$ cat config.mk
export PLATFORM = sky130hd
export DESIGN_NAME = dtm_res_fifo_flat
export DESIGN_NICKNAME = d
export VERILOG_FILES = /design/src/rtl/dtm_pkg.sv /design/src/rtl/dtm_if.sv /design/src/rtl/dtm_res_fifo.sv /design/src/flat_wrapper.sv
export SDC_FILE = /design/constraint.sdc
export NUM_CORES = 1
export LEC_CHECK = 0
export ABC_AREA = 1
export ABC_CLOCK_PERIOD_IN_PS = 2700
export BUFFER_PORTS_ARGS = -buffer_cell sky130_fd_sc_hd__clkbuf_2
export CORE_ASPECT_RATIO = 2
export CORE_MARGIN = 4
export CORE_UTILIZATION = 62
export CTS_BUF_LIST = sky130_fd_sc_hd__clkbuf_2 sky130_fd_sc_hd__clkbuf_4 sky130_fd_sc_hd__clkbuf_8
export DETAILED_ROUTE_END_ITERATION = 8
export PLACE_DENSITY = 0.86
export REMOVE_ABC_BUFFERS = 1
export SETUP_SLACK_MARGIN = 0.2
export SLEW_MARGIN = 20
export SYNTH_ARGS = -nofsm -noshare
export SYNTH_HDL_FRONTEND = slang
export SYNTH_SLANG_ARGS = --single-unit
$ cat constraint.sdc
create_clock -name i_clk -period 2.7 [get_ports i_clk]
set_input_delay 0.81 -clock i_clk [delete_from_list [all_inputs] [get_ports i_clk]]
set_output_delay 0.81 -clock i_clk [all_outputs]
set_load 0.01 [all_outputs]
$ cat src/rtl/dtm_pkg.sv
// dtm_pkg: shared types and constants of the table-driven DFA matcher.
// Used by the interfaces and by every module of the block but dtm_ram.
package dtm_pkg;

    localparam int SYM_W = 8;   // text byte
    localparam int CLS_W = 6;   // symbol class field
    localparam int ST_W  = 8;   // DFA state field

    localparam logic [SYM_W-1:0] SPACE_BYTE  = 8'h20;  // ' '
    localparam logic [SYM_W-1:0] BAR_BYTE    = 8'h7C;  // '|'
    localparam logic [CLS_W-1:0] OTHER_RESET = 6'd63;

    localparam int MAP_DEPTH = 1 << SYM_W;

    // result queue
    localparam int RES_FIFO_DEPTH = 4;
    localparam int RES_PTR_W      = $clog2(RES_FIFO_DEPTH);
    localparam int RES_CNT_W      = RES_PTR_W + 1;

    typedef enum logic [1:0] {
        CMD_WR_TRANS = 2'd0,
        CMD_WR_CLASS = 2'd1,
        CMD_TEXT     = 2'd2,
        CMD_RESTART  = 2'd3
    } t_cmd;

    // item after class lookup, entering the transition stage
    typedef struct packed {
        logic             vld;
        t_cmd             cmd;
        logic [CLS_W-1:0] cls;
        logic [ST_W-1:0]  from_state;
        logic [ST_W-1:0]  to_state;
        logic             last;
    } t_s1;

    typedef struct packed {
        logic            vld;
        logic [ST_W-1:0] state;
    } t_res_push;

    typedef struct packed {
        logic busy;     // clear sweep running
        logic s2_last;  // result read in flight
    } t_step_status;

endpackage

$ cat src/rtl/dtm_if.sv


interface dtm_res_if import dtm_pkg::*; ();
    logic            valid;
    logic            ready;
    logic [ST_W-1:0] final_state;

    modport source (output valid, final_state, input ready);
    modport sink (input valid, final_state, output ready);
endinterface


$ cat src/rtl/dtm_res_fifo.sv
// dtm_res_fifo: small result queue between the pipeline and the result channel.
// Depends on dtm_pkg and dtm_if.
module dtm_res_fifo import dtm_pkg::*; (
    input  logic                 i_clk,
    input  logic                 i_rst_n,
    input  t_res_push            i_push,
    output logic [RES_CNT_W-1:0] o_count,
    dtm_res_if.source            o_res
);

    logic [ST_W-1:0]      r_mem [RES_FIFO_DEPTH];
    logic [RES_PTR_W-1:0] r_wr_ptr;
    logic [RES_PTR_W-1:0] r_rd_ptr;
    logic [RES_CNT_W-1:0] r_count;
    logic                 pop;

    assign pop = o_res.valid && o_res.ready;

    always_ff @(posedge i_clk) begin
        if (!i_rst_n) begin
            r_wr_ptr <= '0;
            r_rd_ptr <= '0;
            r_count  <= '0;
        end else begin
            if (i_push.vld) begin
                r_wr_ptr <= r_wr_ptr + 1'b1;
            end
            if (pop) begin
                r_rd_ptr <= r_rd_ptr + 1'b1;
            end
            unique case ({i_push.vld, pop})
                2'b10:   r_count <= r_count + 1'b1;
                2'b01:   r_count <= r_count - 1'b1;
                default: r_count <= r_count;
            endcase
        end
    end

    always_ff @(posedge i_clk) begin
        if (i_push.vld) begin
            r_mem[r_wr_ptr] <= i_push.state;
        end
    end

    assign o_res.valid       = (r_count != '0);
    assign o_res.final_state = r_mem[r_rd_ptr];
    assign o_count           = r_count;

endmodule

$ cat src/flat_wrapper.sv
// flat-port wrapper written by rule: the top's interface ports become plain ports
module dtm_res_fifo_flat import dtm_pkg::*;
  (i_clk, i_rst_n, i_push, o_count, o_res_valid, o_res_final_state, o_res_ready);
  dtm_res_if o_res_i ();
  input  logic i_clk;
  input  logic i_rst_n;
  input  t_res_push i_push;
  output logic [RES_CNT_W-1:0] o_count;
  output wire logic [$bits(o_res_i.valid)-1:0] o_res_valid;
  output wire logic [$bits(o_res_i.final_state)-1:0] o_res_final_state;
  input wire logic [$bits(o_res_i.ready)-1:0] o_res_ready;
  assign o_res_valid = o_res_i.valid;
  assign o_res_final_state = o_res_i.final_state;
  assign o_res_i.ready = o_res_ready;
  dtm_res_fifo u_core (.i_clk(i_clk), .i_rst_n(i_rst_n), .i_push(i_push), .o_count(o_count), .o_res(o_res_i));
endmodule
After elaboration in Yosys (flattened, before gate mapping)
Memories as Yosys holds them, arrays and structs flattened. A register that Yosys moved wholly into a read port is not among the register bits.
Index checks and enable logic that the tools add are counted.
{"block": "totals", "mem_count": 1, "input_bits": 12, "ramBits": 32, "ff_bits": 7, "output_inout_bits": 12, "wordCells": 18}
{"block": "classes", "mux": 5, "eq_ne": 2, "n_reduce_logical": 3, "n_addsub": 4}
{"memory": "u_core.r_mem", "words": 4, "word_bits": 8, "rd": 1, "rd_ports_with_merged_regs": 1, "wr": 1, "line_no": "dtm_res_fifo.sv:11", "rtl": "logic [ST_W-1:0] r_mem [RES_FIFO_DEPTH];"}
{"op": "3-bit case mux with 2 select lines", "count": 1}
{"op": "2-bit by 1-bit adder with 2-bit output (second input constant)", "count": 2}
{"op": "2-bit two-way mux", "count": 2}
{"op": "3-bit by 1-bit adder with 3-bit output (second input constant)", "count": 1}
{"op": "3-bit nonzero test", "count": 1}
{"op": "3-bit by 1-bit subtractor with 3-bit output (second input constant)", "count": 1}
{"op": "2-bit by 1-bit == test with 1-bit output (second input constant)", "count": 1}
{"op": "2-bit == test (second input constant)", "count": 1}
{"op": "1-bit two-way mux", "count": 2}
{"op": "2-bit nonzero test", "count": 1}
{"op": "1-bit logical AND", "count": 1}

Depth between registers and ports, before layout
{"block": "depth", "ltp_word": 4, "ltp_mapped": 13, "ltp_nobuf": 13}

Worst setup path before layout
No wires, ideal clock.
{"block": "synth_path", "path_kind": "input to register", "startpoint": "input port o_res_ready", "endpoint": "register u_core.r_count[2] (netlist: u_core.o_count[2])", "required_ns": 2.587, "setup_ns": 0.113, "stages": 11, "path_slack_ns": 0.798, "t_arrival_ns": 1.789, "path_buffers": 0, "path_cell_list": "nand2_1 -> inv_1 -> ha_1 -> inv_1 -> fa_1 -> inv_1 -> nand2_1 -> nand3_1 -> nand2_1 -> nand2_1 -> nor2_1"}
{"block": "synth_via", "elab_chain_len": 3, "word_cells_on_any_way": 5, "cone_classes": "eq/ne: 2; mux: 1; reduce/logical: 2"}
{"element": "start, declared", "line_no": "flat_wrapper.sv:11", "rtl": "input wire logic [$bits(o_res_i.ready)-1:0] o_res_ready;"}
{"element": "1-bit logical AND (*)", "line_no": "dtm_res_fifo.sv:17", "rtl": "assign pop = o_res.valid && o_res.ready;"}
{"element": "via u_core.pop", "line_no": "dtm_res_fifo.sv:15", "rtl": "logic pop;"}
{"element": "2-bit by 1-bit == test with 1-bit output or 2-bit == test (tied branches)", "line_no": "dtm_res_fifo.sv:31", "rtl": "unique case ({i_push.vld, pop})"}
{"element": "3-bit case mux with 2 select lines or 2-bit nonzero test (tied branches)"}
{"element": "end signal, assigned", "line_no": "dtm_res_fifo.sv:32", "rtl": "2'b10: r_count <= r_count + 1'b1;"}
{"element": "end signal, assigned", "line_no": "dtm_res_fifo.sv:33", "rtl": "2'b01: r_count <= r_count - 1'b1;"}
{"element": "end signal, assigned", "line_no": "dtm_res_fifo.sv:34", "rtl": "default: r_count <= r_count;"}
{"element": "end, declared", "line_no": "dtm_res_fifo.sv:14", "rtl": "logic [RES_CNT_W-1:0] r_count;"}
The timed path passes the listed nets; every way through them passes the cells marked *.
A chain may end at the register's enable or synchronous reset.

==> metrics.txt <==
status completed; CP required about 1.9 ns; Tmin final roughly 2.3 ns; multiplexer share of the synthesized area 0; CP arrival 1.45 ns; hold_sp u_core.r_rd_ptr[1]; leading post-synthesis cells by cell area edfxtp_1, dfxtp_1, o21ai_0, nor2_1, inv_1; main combinational cell family by area after synthesis compound AO/OA/AOI/OAI gates; Post-Synth Simple-Gate Area 0.0958; initial antenna violation count 0; Slew Limit Fails 0; Net Sw Frac 0.285; routed wire length just under 3 mm; crit path cell chain buf_4 > o21ai_0 > o22ai_1 > clkbuf_2; worst-path maximum fanout 10; RR Endpoint u_core.o_count[2]; Ant. Diodes 0; Post CTS Setup Buffer Count 0; Worst-Margin Slew 0.364 ns; post-DR wirelength/cell 14.8 um; Die W around 45 um; worst skew pair latency 0.29 ns; post-synth top area share 0.579; CTS tree built; cts hold-fix bufs 0; starting density of the core 0.646; fraction of the mapped netlist area in adder cells 0.0498; Logic pwr share 0.215; VDD IR-drop max 783 uV; NetSw 0.448 mW; flop-to-flop setup slack 0.91 ns; Remaining Overflow, GRT 0; I/O Buffers 23; CTS resizes 0; Leak 0.785 nW; register bit total from synthesis 41; Yosys warnings 0; # fillers 181; post-DP HPWL 2.19 mm; largest net degree at the start of global routing 17; Hold Path Class reg -> reg; Clock Sinks 41; Die H 81.2 um; detailed-route via count 1087; CP peak stage delay approximately 0.47 ns; Synth Area in XOR/XNOR 0; EDFF count, synth 32; Buf+Inv Stages, Crit Path 2; DRC violations left 0; vias in the first global route between 1000 and 1500; GRT Total Usage 0.189; post-synthesis sequential area ratio 0.688; max_slew headroom 0.757; Fmax 442 MHz; Core ar. roughly 2600 um2; CTS Root Buffer Type clkbuf_8; cell area after synthesis between 1500 and 2000 um2; CTS H-tree depth 2; final hold vios 0; reg2reg start u_core.o_count[1]; CTS max path bufs 2; post-DR vias/cell 5.46; Max-cap violations 0; Routability Congestion roughly 0.76; drt pass-1 iters 4; CP delay by family, top flip-flops; area delta synth->final 14.8%; Crit-path slowest cell dfxtp_1; nature of the critical path endpoint output port; biggest area consumer among synthesized cells edfxtp_1; Synth Area in Compound Gates 0.110; Synth cell types 16; clock slew at reported path FFs 0.07 ns; startpoint types flop; critical path type reg -> out; TNS Setup 0 ns; Finished Cell Area between 1500 and 2000 um2; share of post-route cells with drive strength above 1 0.211; FFs w/ async S/R, synth 0; Tcrit/Tclk final 0.838; power per cell area 826 nW/um2; Worst R2R Path Depth 13; Synth Flop Type edfxtp_1; Post-Syn Area per Cell 11.8 um2; area occupied by multi-input gates ~420 um2; initial drt markers 25; row count 26; WHS Path Cells 2; fin nets 188; skew final 0.00286 ns; most common cell in the netlist edfxtp_1; clock power share 0.298; Final setup viols 0; FF+latch area 1140 um2; IO Count 24; DP Area 1790 um2; Post-synth top cells edfxtp_1, nor2_1, inv_1; Gate Count Post-Synth 141; total die area 3620 um2; first-pass GRT wire length between 4 and 5 mm; antenna-violating nets left 0; internal power 1.12 mW; unrepaired setup endpoints after global routing no; cts bufs inserted 5; sequential power share 0.486
-- logic make-up (layout without fill, tap and decap cells) --
| family | Yosys count | after routing |
|---|---|---|
| and+or+nand+nor | 40 | 40 |
| DFF | 41 | 41 |
| buffers and inverters | 21 | 51 |
| adders and majority gates | 6 | 6 |
| AOI/OAI and AO/OA | 33 | 33 |
-- final cells by class --
| type | instances | share of cell area |
|---|---|---|
| multi-input cells | 79 | 0.223 |
| repair buffers | 24 | 0.0644 |
| clock buffers | 5 | 0.0361 |
| well taps | 28 | 0.0184 |
| clock inverters | 3 | 0.0217 |
| flip-flops and latches | 41 | 0.599 |
| inverters | 19 | 0.0375 |
-- registers in the layout, indices dropped and copies added, names as in the netlist, named ones only --
signal / cells
u_core.r_rd_ptr: 2
u_core.r_wr_ptr: 2
u_core.r_mem: 32
u_core.o_count: 3
-- worst register-to-register path: cells and delay by family (launching register included) --
kind / cells / cell delay, ns
adder cells (fa/ha/maj): 2 / 0.54
AND/OR/NAND/NOR: 7 / 0.51
flip-flops: 1 / 0.35
buffers and inverters: 4 / 0.30
-- metal layers --
metal | wire (um) | vias up | track usage
met1 | 1080 | 509 | 0.194
met4 | 53 | 0 | 0.0755
met5 | 0 | - | 0
met3 | 131 | 6 | 0.0443
met2 | 1680 | 30 | 0.349
li1 | - | 542 | -
-- stage by stage --
step	utilization	std cells	total power, mW	setup slack, ns	hold slack, ns
after CTS	0.741	199	1.59	0.410	0.512
after floorplan	-	139	0.981	0.798	0.459
after global placement	0.698	191	1.10	0.613	0.486
final	0.741	199	1.57	0.437	0.518
after global routing	0.741	199	1.67	0.280	0.529
after detailed placement	0.698	191	1.12	0.530	0.503
-- worst max path at each step --
stage | start | end | slack, ns | cells after the start
after floorplan | o_res_ready | u_core.o_count[2] | 0.80 | 11
after global placement | i_push[8] | u_core.o_count[2] | 0.61 | 11
after detailed placement | i_push[8] | u_core.o_count[2] | 0.53 | 11
after CTS | flop | o_res_final_state[5] | 0.41 | 4
after global routing | flop | o_res_final_state[5] | 0.28 | 4
final | flop | o_res_final_state[5] | 0.44 | 4
-- cells in the final DEF, fill, tap and decap left out, types with 5 or more instances in the layout --
cell type	instances
o22ai_1	8
edfxtp_1	32
inv_1	18
ha_1	5
clkbuf_8	5
dfxtp_1	9
nand2_1	15
o21ai_0	16
a21oi_1	5
nor2_1	20
clkbuf_2	23
-- power groups by stage --
stage | clock network, mW | registers [mW] | logic [mW]
5_1_grt | 0.513 | 0.772 | 0.387
2_1_floorplan | 0 | 0.782 | 0.199
4_1_cts | 0.477 | 0.765 | 0.345
3_5_place_dp | 0 | 0.780 | 0.343
6_report | 0.469 | 0.765 | 0.338
3_3_place_gp | 0 | 0.776 | 0.320
Power figures use the tool's default switching activity.
