## src/rtl/dtm_pkg.sv

```systemverilog
// dtm_pkg: shared types and constants of the table-driven DFA matcher.
// Used by the interfaces and by every module of the block but dtm_ram.
package dtm_pkg;

    localparam int SYM_W = 8;   // text byte
    localparam int CLS_W = 6;   // symbol class field
    localparam int ST_W  = 8;   // DFA state field

    localparam logic [SYM_W-1:0] SPACE_BYTE  = 8'h20;  // ' '
    localparam logic [SYM_W-1:0] BAR_BYTE    = 8'h7C;  // '|'
    localparam logic [CLS_W-1:0] OTHER_RESET = 6'd63;

    localparam int MAP_DEPTH = 1 << SYM_W;

    // result queue
    localparam int RES_FIFO_DEPTH = 4;
    localparam int RES_PTR_W      = $clog2(RES_FIFO_DEPTH);
    localparam int RES_CNT_W      = RES_PTR_W + 1;

    typedef enum logic [1:0] {
        CMD_WR_TRANS = 2'd0,
        CMD_WR_CLASS = 2'd1,
        CMD_TEXT     = 2'd2,
        CMD_RESTART  = 2'd3
    } t_cmd;

    // item after class lookup, entering the transition stage
    typedef struct packed {
        logic             vld;
        t_cmd             cmd;
        logic [CLS_W-1:0] cls;
        logic [ST_W-1:0]  from_state;
        logic [ST_W-1:0]  to_state;
        logic             last;
    } t_s1;

    typedef struct packed {
        logic            vld;
        logic [ST_W-1:0] state;
    } t_res_push;

    typedef struct packed {
        logic busy;     // clear sweep running
        logic s2_last;  // result read in flight
    } t_step_status;

endpackage

```

## src/rtl/dtm_ram.sv

```systemverilog
// dtm_ram: generic simple dual-port RAM, one write and one registered read port.
// No dependencies.
module dtm_ram #(
    parameter int WIDTH = 8,
    parameter int DEPTH = 256
) (
    input  logic                     i_clk,
    input  logic                     i_we,
    input  logic [$clog2(DEPTH)-1:0] i_waddr,
    input  logic [WIDTH-1:0]         i_wdata,
    input  logic [$clog2(DEPTH)-1:0] i_raddr,
    output logic [WIDTH-1:0]         o_rdata
);

    logic [WIDTH-1:0] r_mem [DEPTH];
    logic [WIDTH-1:0] r_rdata;

    always_ff @(posedge i_clk) begin
        if (i_we) begin
            r_mem[i_waddr] <= i_wdata;
        end
        r_rdata <= r_mem[i_raddr];
    end

    assign o_rdata = r_rdata;

endmodule

```

## src/rtl/dtm_class_map.sv

```systemverilog
// dtm_class_map: byte-to-class map (RAM plus valid flops) and first pipeline stage.
// Depends on dtm_pkg and dtm_ram.
module dtm_class_map import dtm_pkg::*; (
    input  logic             i_clk,
    input  logic             i_rst_n,
    input  logic             i_accept,
    input  t_cmd             i_command,
    input  logic [SYM_W-1:0] i_symbol_byte,
    input  logic [CLS_W-1:0] i_class_index,
    input  logic [ST_W-1:0]  i_from_state,
    input  logic [ST_W-1:0]  i_to_state,
    input  logic             i_last,
    input  logic [CLS_W-1:0] i_other_class,
    output t_s1              o_s1
);

    logic [MAP_DEPTH-1:0] r_map_vld;
    logic                 r_s1_vld;
    t_cmd                 r_cmd;
    logic [CLS_W-1:0]     r_cls;
    logic [ST_W-1:0]      r_from_state;
    logic [ST_W-1:0]      r_to_state;
    logic                 r_last;
    logic                 r_hit;

    logic [SYM_W-1:0] lookup_byte;
    logic             map_we;
    logic [CLS_W-1:0] map_rdata;

    // space is looked up as '|'
    assign lookup_byte = (i_command == CMD_TEXT && i_symbol_byte == SPACE_BYTE) ?
                         BAR_BYTE : i_symbol_byte;
    assign map_we = i_accept && (i_command == CMD_WR_CLASS);

    dtm_ram #(
        .WIDTH (CLS_W),
        .DEPTH (MAP_DEPTH)
    ) u_map_ram (
        .i_clk   (i_clk),
        .i_we    (map_we),
        .i_waddr (i_symbol_byte),
        .i_wdata (i_class_index),
        .i_raddr (lookup_byte),
        .o_rdata (map_rdata)
    );

    always_ff @(posedge i_clk) begin
        if (!i_rst_n) begin
            r_map_vld <= '0;
            r_s1_vld  <= 1'b0;
        end else begin
            r_s1_vld <= i_accept;
            if (map_we) begin
                r_map_vld[i_symbol_byte] <= 1'b1;
            end
        end
    end

    always_ff @(posedge i_clk) begin
        if (i_accept) begin
            r_cmd        <= i_command;
            r_cls        <= i_class_index;
            r_from_state <= i_from_state;
            r_to_state   <= i_to_state;
            r_last       <= i_last;
            r_hit        <= r_map_vld[lookup_byte];
        end
    end

    always_comb begin
        o_s1.vld        = r_s1_vld;
        o_s1.cmd        = r_cmd;
        o_s1.from_state = r_from_state;
        o_s1.to_state   = r_to_state;
        o_s1.last       = r_last;
        if (r_cmd == CMD_TEXT) begin
            o_s1.cls = r_hit ? map_rdata : i_other_class;
        end else begin
            o_s1.cls = r_cls;
        end
    end

endmodule

```

## config.mk

```make
export PLATFORM = sky130hd
export DESIGN_NAME = dtm_class_map
export DESIGN_NICKNAME = d
export VERILOG_FILES = /design/src/rtl/dtm_pkg.sv /design/src/rtl/dtm_ram.sv /design/src/rtl/dtm_class_map.sv
export SDC_FILE = /design/constraint.sdc
export NUM_CORES = 2
export LEC_CHECK = 0
export ABC_AREA = 0
export BUFFER_PORTS_ARGS = -buffer_cell sky130_fd_sc_hd__buf_4
export CORE_MARGIN = 5
export CORE_UTILIZATION = 30
export DETAILED_ROUTE_END_ITERATION = 12
export GPL_TIMING_DRIVEN = 0
export SLEW_MARGIN = 20
export SYNTH_ARGS = -nofsm -noshare
export SYNTH_HDL_FRONTEND = slang
export SYNTH_SLANG_ARGS = --single-unit
```

## constraint.sdc

```tcl
create_clock -name i_clk -period 8.29 [get_ports i_clk]
set_input_delay 1.2435 -clock i_clk [delete_from_list [all_inputs] [get_ports i_clk]]
set_output_delay 1.2435 -clock i_clk [all_outputs]
set_load 0.02 [all_outputs]
```

Word level (Yosys, flattened, before mapping):

Memories as Yosys holds them, arrays and structs flattened. A register that Yosys moved wholly into a read port is not among the register bits.
Cells that the tools add are included.
Widths: inputs -> output; s select.

* $lt $le $gt $ge: 3
* equality and inequality tests: 4
* mux-type cells: 9
* bitwise logic cells: 1
* reductions and logical operators: 3

Operator list (number)
* $or 256x256->256: 1
* $lt 8x9->1 const B: 2
* $mux 6: 2
* $bmux 1 s8: 1
* $demux 1 s8: 1
* $eq 8x6->1 const B: 1
* $ge 8x1->1 const B: 1
* $mux 8: 1
* $eq 2x2->1 const B: 2
* $mux 1: 4
* $logic_and 1x1->1: 3
* $eq 2x1->1 const B: 1

* register bits: 283
* memory bits (writable): 1536
* bits of input ports: 42
* output and inout bits: 26
* word-level logic and storage cells: 29
* memories kept: 1

Memory list
* u_map_ram.r_mem: depth 256, bits a word 6, rd ports 1, clocked after Yosys merged registers in 1, write ports 1, line dtm_ram.sv:15 `logic [WIDTH-1:0] r_mem [DEPTH];`

Longest topological paths before layout:

* depth after elaboration: 5
* gate-level depth with buffers: 12
* mapped depth without buffers: 7

Cells and area by module:

Synthesis repeated with hierarchy kept, for this count alone.

* cells, all modules: 4131
* area total of the unflattened synthesis: 72022.8 um2

By module, submodules not included
* dtm_ram: times used 1, cells an instance 2964, area an instance 60073.9 um2, seq. area each 46244.4 um2
* dtm_class_map: times used 1, cells an instance 1167, area an instance 11949.0 um2, seq. area each 5925.7 um2

Worst setup path before layout:

No wires, ideal clock.

* kind: in2reg
* start point: in i_symbol_byte[1]
* end point: reg r_hit, data pin
* library setup time: 0.256 ns
* arrival: 3.328 ns
* data required time: 8.034 ns
* setup slack: 4.707 ns
* cell stages on the path: 9
* path buffers: 4
* cells stage by stage: buf_6 > buf_6 > buf_4 > buf_2 > mux4_2 > mux4_2 > a2111oi_2 > a31oi_1 > o211a_1

* cells in the longest elaborated chain, start to end: 5

RTL lines
* start, declared: line dtm_class_map.sv:8 `input logic [SYM_W-1:0] i_symbol_byte,`
* $eq 8x6->1: line dtm_class_map.sv:31 `assign lookup_byte = (i_command == CMD_TEXT && i_symbol_byte == SPACE_BYTE) ?`
* $logic_and 1x1->1: line dtm_class_map.sv:31
* $mux 8 *: line dtm_class_map.sv:31
* $bmux 1 s8 *: line dtm_class_map.sv:66 `r_hit <= r_map_vld[lookup_byte];`
* $mux 1 (implied by the code) *: line dtm_class_map.sv:66
* end signal, assigned: line dtm_class_map.sv:66
* end, declared: line dtm_class_map.sv:24 `logic r_hit;`

Mark *: on every way between the ends. The rest lies on a longest branch, timed or not. The select of a mux whose other input is x is not followed.
A chain may end at the register's enable or synchronous reset.

Worst setup path after layout:

* start point: in i_symbol_byte[0]
* end point: mem u_map_ram.r_mem[143][3] in the netlist's numbering (enable)

RTL lines (line)
* end, declared: dtm_ram.sv:15

No word-level cell before the write port.

==> flow_summary.ini <==
[routing]
ant_nets = 0
totalWireLength_mm = 261
drt_iter0_markers = 6952
via_count = 40900
wire_per_inst_um = 36.1
drc_errors = 0
drt_pass1_iterations = 7
viasPerCell = 5.67

[floorplanning]
dieArea_um2 = 245000
rows = 178
fp.dieH_um = 495
start_util_pct = 30.1
core_area_um2 = 235000
fp.dieW_um = 495
ios = 68

[setup_path]
arrival_ps = 6240
crit_start = i_symbol_byte[0]
cp-start-kind = input port
path_cells = buf_4, buf_4, buf_4, buf_2, buf_2, and3_1, nand2_1, buf_2, nor2_1
r2r_start = u_map_ram.r_mem[96][1]
crit_slowest_cell = nor2_1
worst_setup_path_end_kind = flop
cp.required_ps = 8750
max_stage_delay_ps = 790
path_max_fanout = 12
crit_type = in2reg

[clock_tree]
htreeDepth = 4
cts_setup_buffers = 0
clk_pin_slew_ps = 60
worstSkewPairLatency_ps = 830
clock_path_buffers = 3
cts_resized = 0
ctsHoldBuffers = 0
cts_sinks = 1825
cts_buffers = 182
clock-root-buffer = clkbuf_16
cts_tree = built

[power]
clock_power_share_pct = 43.2
finalPower_mw = 19.8
combPwrFrac_pct = 6.3
internal_power_mw = 15.1
leakage_nw = 25.6
p_per_area_nw_per_um2 = 242
vdd_drop_max_mv = 0.202
p_sw_share_pct = 23.4
power.switching_mw = 4.62
seq_power_share_pct = 50.5

[run_status]
status = complete, but fails checks
failed_checks = max-capacitance violations, max-slew violations

[grt]
grt_max_degree = 126
first_global_vias = 38700
grt_overflow_total = 0
grt_util_all_layers_pct = 20.9
grt_first_pass_wirelength_mm = 347
antenna_found_initial = 23

[timing]
hold_viol = 0
period_share_pct = 69.8
slew_viol_final = 2
final.setup_skew_ps = 53.3
final-setup-viol-count = 0
period_needed_ps = 5790
tightest_slew_ps = 1610
worst_slack_ps = 2500
finalSetupTns_ps = 0
max_freq_mhz = 173
relSlewSlack_pct = -10.3
rsz0062_at_grt = no

[synthesis]
yosysUniqueCellTypes = 53
ys_seq_area_share_pct = 73.9
synthArstFlopShare_pct = 0
synth-compound-area-share_pct = 4.67
synth_adder_area_share_pct = 0
synth_area_per_cell_um2 = 19.5
synth-edff-count = 1562
netlist_area_um2 = 70600
synth_top_family_by_area = multiplexers
yosys_most_used_dff = edfxtp_1
synth_fp_nets = 3669
synth_cells = 3627
synthXorXnorAreaFrac_pct = 0
muxShareOfSynthArea_pct = 16.3
synth_warnings = 0
ys_ff_latch = 1825
synth_simple_gate_area_share_pct = 3.28

[layout]
fillers = 22000
drive_above_1_share_pct = 25.1
final_core_util_pct = 34.8
syn_to_final_growth_pct = 15.8
final_nets = 3929

[placed_design]
place_congestion = 1.00
io_buffers = 61
dp_hpwl_mm = 171
pre_cts_ws_ps = 1840

[min_path]
hold_class = reg2reg
hp-start = r_map_vld[82]

[flow_run]
cap_violations = 1
==> power groups by stage <==
stage	logic (mW)	registers (mW)	clock network, mW
2_1_floorplan	0.506	10.2	0
3_3_place_gp	1.18	10.2	0
3_5_place_dp	1.21	10.2	0
4_1_cts	1.22	9.98	8.57
5_1_grt	1.25	9.97	8.95
6_report	1.25	9.98	8.53
==> registers in the layout, indices dropped and copies added (netlist names) <==
| signal | cells |
|---|---|
| r_hit | 1 |
| u_map_ram.o_rdata | 6 |
| r_map_vld | 256 |
| r_cls | 6 |
| r_s1_vld | 1 |
| r_last | 1 |
| u_map_ram.r_mem | 1536 |
| r_from_state | 8 |
| r_cmd | 2 |
| r_to_state | 8 |
==> path summary, 6_finish.rpt <==
| path | endpoint | slack, ps | cells past startpoint |
|---|---|---|---|
| worst max-delay path | u_map_ram.r_mem[143][3] | 2500 | 9 |
| worst min-delay path | r_map_vld[82] | 460 | 1 |
| worst max register to register | u_map_ram.o_rdata[1] | 4870 | 5 |
| worst min register to register | r_map_vld[82] | 460 | 1 |
==> metal layers <==
metal | up-vias | global-route usage, % | wire, µm
met5 | - | 0 | 0
met4 | 0 | 12.6 | 17600
met3 | 660 | 6.18 | 31900
met2 | 3180 | 30.7 | 115000
met1 | 21800 | 27.2 | 95800
li1 | 15300 | - | -
==> metrics by stage <==
step	instance area (µm²)	cells	hold slack [ps]
5_1_grt	81700	7201	472
6_report	81700	7220	460
2_1_floorplan	70600	3627	432
4_1_cts	81700	7198	462
3_3_place_gp	75000	6838	440
3_5_place_dp	75500	6853	448
==> layout by cell type (no fill, tap or decap), types with 27 or more instances in the layout <==
cell / Yosys / layout
clkbuf_16: 0 / 187
dfxtp_1: 263 / 263
edfxtp_1: 1562 / 1562
mux4_2: 473 / 473
mux2i_1: 64 / 64
clkbuf_8: 0 / 29
clkbuf_1: 81 / 123
nand3_1: 42 / 42
nor2_1: 275 / 275
a211oi_1: 27 / 27
nand2_1: 173 / 173
a21oi_1: 58 / 58
o21a_1: 257 / 257
buf_2: 80 / 89
clkinv_2: 0 / 31
buf_4: 40 / 95
==> cell type report <==
class                           instances  area, µm²  share of cell area, %
Clock inverter                         75        935                   1.14
Antenna cell                           22       55.1                 0.0674
Multi-Input combinational cell       1565      17100                   21.0
Inverter                                3       11.3                 0.0138
Clock buffer                          270       5280                   6.46
Timing Repair Buffer                   76        901                   1.10
Sequential cell                      1825      52200                   63.8
Tap cell                             3150       3940                   4.82
Buffer                                234       1310                   1.60
==> Yosys cell counts (3+ instances only) <==
cell type  instances  share of area [%]
edfxtp_1        1562                 66
mux4_2           473                 15
nor2_1           275                1.5
dfxtp_1          263                7.5
o21a_1           257                2.7
nand2_1          173               0.92
clkbuf_1          81               0.43
buf_2             80               0.57
mux2i_1           64               0.91
a21oi_1           58               0.41
nand3_1           42               0.30
buf_4             40               0.43
a211oi_1          27               0.29
a22oi_1           24               0.26
buf_6             20               0.32
a31oi_1           19               0.17
o21ai_0           17               0.12
mux2_2            16               0.26
nor2b_1           16               0.14
buf_1             13              0.069
nand4_1           10              0.089
a2111oi_0          9               0.11
nor3_1             8              0.057
nor4_1             8              0.071
nand2b_1           7              0.062
o22ai_1            7              0.062
and2_1             6              0.053
a221oi_1           5              0.062
a22o_1             4              0.050
a311oi_1           4              0.050
o221ai_1           4              0.050
a31o_2             3              0.037
and3_1             3              0.027
o211a_1            3              0.043
==> worst max-delay path, delay by kind of cell <==
family                 cells  cell delay [ps]
buffers and inverters      6             3160
and+or+nand+nor            3             1720
==> kinds of logic after synthesis <==
logic type      count (synthesis)
simple gates                  552
flops                        1825
compound gates                459
mux                           554
buf+inv                       237
Power figures use the tool's default switching activity.
